### src/sv/psu_pkg.sv
// Shared types, codes and constants for the precharge supervisor.
`default_nettype none
package psu_pkg;

    localparam int unsigned TimeW  = 32;
    localparam int unsigned VoltW  = 16;
    localparam int unsigned CfgW   = 16;
    localparam int unsigned StatW  = 3;
    localparam int unsigned FaultW = 2;
    localparam int unsigned CfgIdxW = 3;

    // status codes
    localparam logic [StatW-1:0] ST_IDLE    = 3'd0;
    localparam logic [StatW-1:0] ST_RUNNING = 3'd1;
    localparam logic [StatW-1:0] ST_OK      = 3'd2;
    localparam logic [StatW-1:0] ST_TIMEOUT = 3'd3;
    localparam logic [StatW-1:0] ST_PLATEAU = 3'd4;
    localparam logic [StatW-1:0] ST_TAU     = 3'd5;

    // fault codes
    localparam logic [FaultW-1:0] FAULT_NONE    = 2'd0;
    localparam logic [FaultW-1:0] FAULT_TIMEOUT = 2'd1;
    localparam logic [FaultW-1:0] FAULT_PLATEAU = 2'd2;
    localparam logic [FaultW-1:0] FAULT_TAU     = 2'd3;

    // opcodes and contactor states
    localparam logic OP_SAMPLE  = 1'b0;
    localparam logic OP_RESTART = 1'b1;
    localparam logic [1:0] CONT_OPEN      = 2'd0;
    localparam logic [1:0] CONT_PRECHARGE = 2'd1;
    localparam logic [1:0] CONT_CLOSED    = 2'd2;

    // register indexes
    localparam logic [CfgIdxW-1:0] CFG_TIMEOUT   = 3'd0;
    localparam logic [CfgIdxW-1:0] CFG_PLATEAU   = 3'd1;
    localparam logic [CfgIdxW-1:0] CFG_LOW_FRAC  = 3'd2;
    localparam logic [CfgIdxW-1:0] CFG_MIN_TAU   = 3'd3;
    localparam logic [CfgIdxW-1:0] CFG_SAFE_VOLT = 3'd4;

    // register reset values
    localparam logic [CfgW-1:0] TIMEOUT_RST   = 16'd2000;
    localparam logic [CfgW-1:0] PLATEAU_RST   = 16'd200;
    localparam logic [CfgW-1:0] LOW_FRAC_RST  = 16'd3277;
    localparam logic [CfgW-1:0] MIN_TAU_RST   = 16'd10;
    localparam logic [CfgW-1:0] SAFE_VOLT_RST = 16'd1920;

    typedef struct packed {
        logic [CfgW-1:0] timeout_ms;
        logic [CfgW-1:0] plateau_ms;
        logic [CfgW-1:0] low_fraction;
        logic [CfgW-1:0] min_tau_ms;
        logic [CfgW-1:0] safe_voltage;
    } psu_cfg_t;

    typedef struct packed {
        logic [StatW-1:0] status;
        logic [TimeW-1:0] start_time;
        logic [VoltW-1:0] start_voltage;
        logic [VoltW-1:0] peak_voltage;
        logic [TimeW-1:0] peak_time;
        logic             rise_done;
        logic [TimeW-1:0] rise_time;
    } psu_state_t;

endpackage
`default_nettype wire

### src/sv/psu_step.sv
// Next-state and verdict logic for one precharge sample beat.
`default_nettype none
module psu_step
    import psu_pkg::*;
(
    input  psu_cfg_t           cfg,
    input  psu_state_t         cur,
    input  logic               opcode,
    input  logic [1:0]         contactor_state,
    input  logic               link_valid,
    input  logic [VoltW-1:0]   link_voltage,
    input  logic [VoltW-1:0]   pack_voltage,
    input  logic               pack_recent,
    input  logic [TimeW-1:0]   now_ms,
    output psu_state_t         nxt,
    output logic [FaultW-1:0]  fault
);

    logic               is_idle;
    logic [TimeW-1:0]   st_time;
    logic [VoltW-1:0]   st_volt;
    logic [VoltW-1:0]   pk_volt;
    logic [TimeW-1:0]   pk_time;
    logic               usable;
    logic               timed_out;
    logic signed [16:0] rise;
    logic signed [16:0] step;
    logic signed [26:0] rise_scaled;
    logic signed [26:0] step_scaled;
    logic               rise_hit;
    logic               rise_done_upd;
    logic [TimeW-1:0]   rise_time_upd;
    logic [24:0]        link_x500;
    logic [25:0]        peak_thresh;
    logic               new_max;
    logic [VoltW-1:0]   pk_volt_upd;
    logic [TimeW-1:0]   pk_time_upd;
    logic               plateau;
    logic [16:0]        keep_frac;
    logic [32:0]        low_limit;
    logic               low_link;
    logic               short_tau;

    // start step takes its reference values from the current beat
    assign is_idle = (cur.status == ST_IDLE);
    assign st_time = is_idle ? now_ms : cur.start_time;
    assign st_volt = is_idle ? (link_valid ? link_voltage : '0) : cur.start_voltage;
    assign pk_volt = is_idle ? st_volt : cur.peak_voltage;
    assign pk_time = is_idle ? now_ms : cur.peak_time;

    assign timed_out = (now_ms - st_time) >= TimeW'(cfg.timeout_ms);
    assign usable    = link_valid && pack_recent && (pack_voltage > cfg.safe_voltage);

    // 63.2% point: 1000*(link-start) >= 632*(pack-start)
    assign rise        = $signed({1'b0, link_voltage}) - $signed({1'b0, st_volt});
    assign step        = $signed({1'b0, pack_voltage}) - $signed({1'b0, st_volt});
    assign rise_scaled = $signed({{10{rise[16]}}, rise}) * 27'sd1000;
    assign step_scaled = $signed({{10{step[16]}}, step}) * 27'sd632;
    assign rise_hit    = !cur.rise_done && (rise_scaled >= step_scaled);
    assign rise_done_upd = cur.rise_done || rise_hit;
    assign rise_time_upd = rise_hit ? (now_ms - st_time) : cur.rise_time;

    // new maximum needs 0.2% of pack above the old peak
    assign link_x500   = 25'(link_voltage) * 25'd500;
    assign peak_thresh = 26'(25'(pk_volt) * 25'd500) + 26'(pack_voltage);
    assign new_max     = {1'b0, link_x500} > peak_thresh;
    assign pk_volt_upd = new_max ? link_voltage : pk_volt;
    assign pk_time_upd = new_max ? now_ms : pk_time;

    assign plateau   = rise_done_upd && ((now_ms - pk_time_upd) >= TimeW'(cfg.plateau_ms));
    assign keep_frac = 17'h10000 - 17'(cfg.low_fraction);
    assign low_limit = 33'(pack_voltage) * 33'(keep_frac);
    assign low_link  = {1'b0, link_voltage, 16'h0000} < low_limit;
    assign short_tau = rise_done_upd && (rise_time_upd < TimeW'(cfg.min_tau_ms));

    always_comb begin
        nxt   = cur;
        fault = FAULT_NONE;
        if (opcode == OP_RESTART) begin
            nxt        = '0;
            nxt.status = ST_IDLE;
        end else if (cur.status == ST_IDLE || cur.status == ST_RUNNING) begin
            if (!is_idle || contactor_state == CONT_PRECHARGE) begin
                nxt.status        = ST_RUNNING;
                nxt.start_time    = st_time;
                nxt.start_voltage = st_volt;
                nxt.peak_voltage  = pk_volt;
                nxt.peak_time     = pk_time;
                if (timed_out) begin
                    nxt.status = ST_TIMEOUT;
                    fault      = FAULT_TIMEOUT;
                end else if (usable) begin
                    nxt.rise_done    = rise_done_upd;
                    nxt.rise_time    = rise_time_upd;
                    nxt.peak_voltage = pk_volt_upd;
                    nxt.peak_time    = pk_time_upd;
                    if (plateau || contactor_state == CONT_CLOSED) begin
                        priority if (low_link) begin
                            nxt.status = ST_PLATEAU;
                            fault      = FAULT_PLATEAU;
                        end else if (short_tau) begin
                            nxt.status = ST_TAU;
                            fault      = FAULT_TAU;
                        end else begin
                            nxt.status = ST_OK;
                        end
                    end
                end
            end
        end
    end

endmodule
`default_nettype wire

### src/sv/precharge_supervisor_unit.sv
// Top level of the precharge supervisor: registers, handshakes, result register.
//
//   channel | direction | handshake             | payload
//   s_      | in        | s_valid / s_ready     | opcode, contactor, link, pack, now_ms
//   m_      | out       | m_valid / m_ready     | status, fault, rise time, rise seen
//   cfg_    | in        | cfg_valid / cfg_ready | cfg_index, cfg_data
//
// One beat per cycle while s_ready is high; state and result registers both
// load at the end of the accepting cycle. The state feedback through the step
// logic sets the cycle time. s_ready drops only while a result is held and
// m_ready is low. Synchronous reset clears state and loads register defaults.
`default_nettype none
module precharge_supervisor_unit
    import psu_pkg::*;
(
    input  wire logic               aclk,
    input  wire logic               aresetn,
    input  wire logic               s_valid,
    output logic                    s_ready,
    input  wire logic               s_opcode,
    input  wire logic [1:0]         s_contactor_state,
    input  wire logic               s_link_valid,
    input  wire logic [VoltW-1:0]   s_link_voltage,
    input  wire logic [VoltW-1:0]   s_pack_voltage,
    input  wire logic               s_pack_recent,
    input  wire logic [TimeW-1:0]   s_now_ms,
    output logic                    m_valid,
    input  wire logic               m_ready,
    output logic [StatW-1:0]        m_status,
    output logic [FaultW-1:0]       m_fault_raised,
    output logic [TimeW-1:0]        m_rise_time_ms,
    output logic                    m_rise_seen,
    input  wire logic               cfg_valid,
    output logic                    cfg_ready,
    input  wire logic [CfgIdxW-1:0] cfg_index,
    input  wire logic [CfgW-1:0]    cfg_data
);

    psu_cfg_t          cfg_reg;
    psu_state_t        state_reg;
    psu_state_t        state_next;
    logic [FaultW-1:0] fault_next;
    logic              m_valid_reg;
    logic [StatW-1:0]  status_reg;
    logic [FaultW-1:0] fault_reg;
    logic [TimeW-1:0]  rise_time_reg;
    logic              rise_seen_reg;
    logic              accept;

    assign cfg_ready = 1'b1;
    assign s_ready   = !m_valid_reg || m_ready;
    assign accept    = s_valid && s_ready;

    psu_step u_step (
        .cfg             (cfg_reg),
        .cur             (state_reg),
        .opcode          (s_opcode),
        .contactor_state (s_contactor_state),
        .link_valid      (s_link_valid),
        .link_voltage    (s_link_voltage),
        .pack_voltage    (s_pack_voltage),
        .pack_recent     (s_pack_recent),
        .now_ms          (s_now_ms),
        .nxt             (state_next),
        .fault           (fault_next)
    );

    always_ff @(posedge aclk) begin
        if (!aresetn) begin
            cfg_reg.timeout_ms   <= TIMEOUT_RST;
            cfg_reg.plateau_ms   <= PLATEAU_RST;
            cfg_reg.low_fraction <= LOW_FRAC_RST;
            cfg_reg.min_tau_ms   <= MIN_TAU_RST;
            cfg_reg.safe_voltage <= SAFE_VOLT_RST;
        end else if (cfg_valid) begin
            unique case (cfg_index)
                CFG_TIMEOUT:   cfg_reg.timeout_ms   <= cfg_data;
                CFG_PLATEAU:   cfg_reg.plateau_ms   <= cfg_data;
                CFG_LOW_FRAC:  cfg_reg.low_fraction <= cfg_data;
                CFG_MIN_TAU:   cfg_reg.min_tau_ms   <= cfg_data;
                CFG_SAFE_VOLT: cfg_reg.safe_voltage <= cfg_data;
                default: ;
            endcase
        end
    end

    always_ff @(posedge aclk) begin
        if (!aresetn) begin
            state_reg   <= '0;
            m_valid_reg <= 1'b0;
        end else begin
            if (accept) begin
                state_reg   <= state_next;
                m_valid_reg <= 1'b1;
            end else if (m_ready) begin
                m_valid_reg <= 1'b0;
            end
        end
    end

    always_ff @(posedge aclk) begin
        if (accept) begin
            status_reg    <= state_next.status;
            fault_reg     <= fault_next;
            rise_time_reg <= state_next.rise_time;
            rise_seen_reg <= state_next.rise_done;
        end
    end

    assign m_valid        = m_valid_reg;
    assign m_status       = status_reg;
    assign m_fault_raised = fault_reg;
    assign m_rise_time_ms = rise_time_reg;
    assign m_rise_seen    = rise_seen_reg;

endmodule
`default_nettype wire

### config.mk
export PLATFORM = sky130hd
export DESIGN_NAME = precharge_supervisor_unit
export DESIGN_NICKNAME = d
export VERILOG_FILES = /design/src/sv/psu_pkg.sv /design/src/sv/psu_step.sv /design/src/sv/precharge_supervisor_unit.sv
export SDC_FILE = /design/constraint.sdc
export NUM_CORES = 2
export LEC_CHECK = 0
export ABC_CLOCK_PERIOD_IN_PS = 30600
export BUFFER_PORTS_ARGS = -buffer_cell sky130_fd_sc_hd__buf_2
export CORE_MARGIN = 2
export CORE_UTILIZATION = 68
export DETAILED_ROUTE_END_ITERATION = 8
export GPL_TIMING_DRIVEN = 0
export PLACE_DENSITY = 0.86
export SLEW_MARGIN = 5
export SYNTH_ARGS = -nofsm -noshare
export SYNTH_HDL_FRONTEND = slang
export SYNTH_HIERARCHICAL = 1
export SYNTH_SLANG_ARGS = --single-unit
export TNS_END_PERCENT = 10
### constraint.sdc
create_clock -name aclk -period 30.6 [get_ports aclk]
set_input_delay 1.53 -clock aclk [delete_from_list [all_inputs] [get_ports aclk]]
set_output_delay 1.53 -clock aclk [all_outputs]
set_load 0.005 [all_outputs]
* Word level (Yosys, flattened, before mapping) *
Index checks and enable logic that the tools add are counted.

word-level totals
  register bits after elaboration = 251
  bits of input ports = 93
  output and inout port bits = 41
  logic and storage cells = 99

operators by class
  $add $sub $neg = 6
  multipliers = 5
  $lt $le $gt $ge = 7
  equality and inequality tests = 7
  multiplexer cells = 25
  bitwise operators = 4
  reductions and logical operators = 27

operator list
  operator                                                               number
  132-bit two-way mux                                                    3
  81-bit two-way mux                                                     2
  32-bit two-way mux                                                     4
  32-bit by 16-bit >= comparator with 1-bit output                       2
  16-bit two-way mux                                                     4
  32-bit subtractor                                                      2
  17-bit by 8-bit multiplier with 24-bit output (second input constant)  2
  16-bit by 7-bit multiplier with 23-bit output (second input constant)  2
  16-bit by 16-bit subtractor with 17-bit output                         2
  32-bit by 33-bit < comparator with 1-bit output                        1
  16-bit by 17-bit multiplier with 33-bit output                         1
  32-bit by 16-bit < comparator with 1-bit output                        1
  27-bit >= comparator                                                   1
  25-bit by 16-bit adder with 26-bit output                              1
  25-bit by 26-bit > comparator with 1-bit output                        1
  17-bit by 16-bit subtractor with 17-bit output (first input constant)  1
  16-bit > comparator                                                    1
  3-bit two-way mux                                                      5
  2-bit AND reduction                                                    5
  3-bit by 1-bit == test with 1-bit output (second input constant)       2
  3-bit by 2-bit == test with 1-bit output (second input constant)       2
  1-bit logical AND                                                      6
  3-bit zero test                                                        2
  2-bit nonzero test                                                     3
  other kinds (11)                                                       25

* Longest topological paths before layout *
  depth after elaboration = 17
  depth in mapped cells = 64
  mapped depth without buffers = 60

* Hierarchy *
The synthesis kept the hierarchy.

modules (own cells, without submodules)
  module                     times used  cells an instance  area each (um^2)  sequential area each (um^2)
  psu_step                   1           4039               32705.1           0.0
  precharge_supervisor_unit  1           904                9207.6            5405.2

* Worst setup path before layout *
Ideal clock, no wire load.

  path kind = input-to-reg
  start = in s_link_valid
  end = reg status_reg[2] (netlist: m_status[2]) (data pin)
  library setup time = 0.282 ns
  arrival time = 12.770 ns
  required time = 30.318 ns
  slack = 17.548 ns
  stages = 53
  path buffers = 2
  path through = or4b_1 > buf_4 > o21ai_0 > fa_1 > xor2_1 > ha_1 > inv_1 > fa_1 > fa_1 > inv_1 > ha_1 > o211ai_1 > o211ai_2 > or3b_2 > nand2_1 > xor2_1 > ha_1 > a21o_1 > [... 17 more ...] > fa_1 > a211oi_1 > o21ai_0 > a21oi_1 > o21ai_0 > a21o_1 > a21oi_1 > xnor2_1 > ha_1 > a311oi_1 > nand3_1 > o221ai_1 > nand4_1 > or4_1 > nor4_1 > a31oi_1 > nand3_1 > o32ai_1

RTL lines
  element               RTL line                          source
  from (decl)           precharge_supervisor_unit.sv:22   input wire logic s_link_valid,
  to (signal assigned)  precharge_supervisor_unit.sv:103  status_reg <= state_next.status;
  to (decl)             precharge_supervisor_unit.sv:44   logic [StatW-1:0] status_reg;

==> flow_metrics.tcl <==
set metrics [dict create \
    sum_of_net_half_perimeters_after_detailed_placement_mm 99.87 \
    timing.rr.start "state_reg[130]$_SDFFE_PN0P_" \
    crit_family "compound AO/OA/AOI/OAI gates" \
    timing_hold_violations_final 0 \
    cts_hold_repair.buffers 0 \
    worstPathBufferInverterCount 7 \
    fmaxAchievable_mhz 60.23 \
    report.final.slew_viol_count 0 \
    track_usage 0.3909 \
    io-pin-count 134 \
    largest_register_ffs 132 \
    rr_worst_depth 60 \
    clockRootBuffer "sky130_fd_sc_hd__clkbuf_16" \
    critPathCaptureType "register" \
    fin_crit_share 0.5426 \
    routed_via_density 6.378 \
    synthesized_flop_and_latch_total 251 \
    post_cts_setup_buffer_count 0 \
    die_area_um2 63640 \
    drcViolationCount 0 \
    synth.avg_cell_area_um2 8.479 \
    initialDrtViolationCount 4063 \
    status "finished clean" \
    cts_tree "built" \
    largest_net_degree_at_the_start_of_global_routing 48 \
    max_slew_margin 0.1404 \
    synth_largest_area_cell "sky130_fd_sc_hd__fa_1" \
    final_period_minus_worst_setup_slack_ps 16600 \
    critical_path.slowest_cell "sky130_fd_sc_hd__nor4_1" \
    post_synth_instance_area_um2 41910 \
    timing.critical_path.arrival_ps 16980 \
    post_cts_resize_count 0 \
    ys_top_cells_by_area "sky130_fd_sc_hd__fa_1 (20%), sky130_fd_sc_hd__ha_1 (16%), sky130_fd_sc_hd__dfxtp_1 (10%)" \
    drv.max_cap_violation_count 0 \
    worstSetupStartpointType "primary input" \
    grt_antenna_before_repair 8 \
    placementRows 91 \
    cpPeakStageDelay_ps 720 \
    ys.warnings.count 6 \
    final_weighted_congestion_in_routability_driven_placement 1.004 \
    crit_top_cell "sky130_fd_sc_hd__ha_1" \
    start_util 0.6829 \
    startpoint "s_link_valid" \
    timing.setup.tns_ps 0 \
    hold_class "register to register" \
    async_sr_flop_fraction 0 \
    final_setup_skew_ps 29.55 \
    global_route.overflow_total 0 \
    drt-wirelength-per-cell_um 21.20 \
    share_of_layout_cells_above_drive_strength_1 0.06174 \
    fp.dieH_um 252.3 \
    final_cell_mix "sky130_fd_sc_hd__inv_1 (666), sky130_fd_sc_hd__nand2_1 (646), sky130_fd_sc_hd__ha_1 (550)" \
    setup-violations-final 0 \
    worst_slew_pin_slew_ps 1280 \
    post_synth_edffs 38 \
    cp_max_fo 10 \
    routed_antenna_nets 0 \
    mostFrequentLayoutCell "sky130_fd_sc_hd__inv_1" \
    firstDrtPassIters 8 \
    grt_pass1_vias 37340 \
    post_synthesis_net_count 6006 \
    numCtsBuffers 24 \
    crit-reg2reg-capture "state_reg[130]$_SDFFE_PN0P_" \
    wire_length_of_the_first_global_routing_pass_mm 196.7 \
    route.final.wire_length_mm 125.4 \
    htreeDepth 1 \
    die_width_um 252.3 \
    finish.net_count 6163 \
    cp_data_required_time_ps 30980 \
    cts.sinks 251 \
    path_class "primary input to register" \
    rsz0062_at_grt "false" \
    crit_path_end "state_reg[130]$_SDFFE_PN0P_" \
    syn_inst 4943 \
    num_vias 37724 \
    port_buffers 131 \
    synth_top_flop_cell "sky130_fd_sc_hd__dfxtp_1" \
    crit_cells 61 \
    clk_latency_ps 560 \
    yosys.area.top_type_share 0.2006 \
    area_growth_syn_to_layout_pct 5.944 \
    yosysSeqAreaShare 0.1290 \
    core_area_um2 61370 \
    max-clock-path-buffers 3 \
    setup.reg_to_reg.worst_slack_ps 14610 \
    synth_cell_types 115 \
    clk_pin_slew_worst_paths_ps 70 \
]
-- metrics by stage --
stage	setup slack [ps]	hold WS, ps	utilization	cells	area (µm²)
after floorplan	17550	437.6	-	4943	41910
after global placement	14180	447.0	0.7097	5864	43560
final	14000	460.4	0.7235	5915	44400
after detailed placement	13990	452.9	0.7097	5864	43560
after global routing	13610	476.2	0.7234	5912	44400
after CTS	14530	464.2	0.7232	5908	44380
-- cell type report --
type / instances / area [µm²]
antenna: 7 / 17.52
buffer: 223 / 1003
clock buffer: 30 / 674.4
clock inverter: 14 / 148.9
fill: 4505 / 16970
inverter: 667 / 2504
multi-input combinational: 3802 / 33010
sequential: 251 / 5405
tap: 790 / 988.4
timing repair buffer: 131 / 655.6
-- worst min-delay path by stage --
stage	start	to	slack (ps)	cells after the start
2_1_floorplan	cfg_reg[67]$_SDFFE_PN0P_	cfg_reg[67]$_SDFFE_PN0P_	440	2
3_3_place_gp	cfg_reg[79]$_SDFFE_PN0P_	cfg_reg[79]$_SDFFE_PN0P_	450	2
3_5_place_dp	cfg_reg[75]$_SDFFE_PN0P_	cfg_reg[75]$_SDFFE_PN0P_	450	2
4_1_cts	cfg_reg[75]$_SDFFE_PN0P_	cfg_reg[75]$_SDFFE_PN0P_	460	2
5_1_grt	cfg_reg[75]$_SDFFE_PN0P_	cfg_reg[75]$_SDFFE_PN0P_	480	2
6_report	cfg_reg[75]$_SDFFE_PN0P_	cfg_reg[75]$_SDFFE_PN0P_	460	2
-- cells by family after synthesis --
logic type | share of synthesized area
AOI/OAI and AO/OA | 0.1435
xor gates and xnor gates | 0.04579
adders and majority gates | 0.3653
buffers and inverters | 0.08368
DFF | 0.1290
muxes | 0.06093
other | 0.0001792
and+or+nand+nor | 0.1717
-- synthesized netlist by cell type, drive strengths merged (36+ instances only) --
library cell / number
o21ai: 201
buf: 77
a211oi: 72
nand2: 646
nand3: 138
a31oi: 53
a21o: 75
xnor2: 146
mux2i: 236
ha: 550
and3: 44
edfxtp: 38
nor3: 59
nand4: 61
inv: 666
a21oi: 175
dfxtp: 213
o21a: 41
o211ai: 47
xor2: 71
nor2: 208
clkbuf: 146
fa: 420
and2: 115
and4: 36
-- worst reg2reg max path, delay by kind of cell, from the launching register on --
| family | cells | cell delay (ps) |
|---|---|---|
| AND/OR/NAND/NOR | 17 | 4030 |
| adder cells (fa/ha/maj) | 10 | 3570 |
| buffers and inverters | 6 | 1770 |
| flip-flops | 1 | 420 |
| multiplexers | 1 | 90 |
| XOR/XNOR | 4 | 710 |
| AO/OA/AOI/OAI | 22 | 5220 |
-- layer usage --
metal	GRT usage	wire, µm
met5	0	40
met3	0.09001	13800
met1	0.4862	47830
met2	0.6234	55440
met4	0.2292	8283
Power is not shown: default switching activity piles up to over one toggle a cycle in this logic, so the estimate is an artifact.
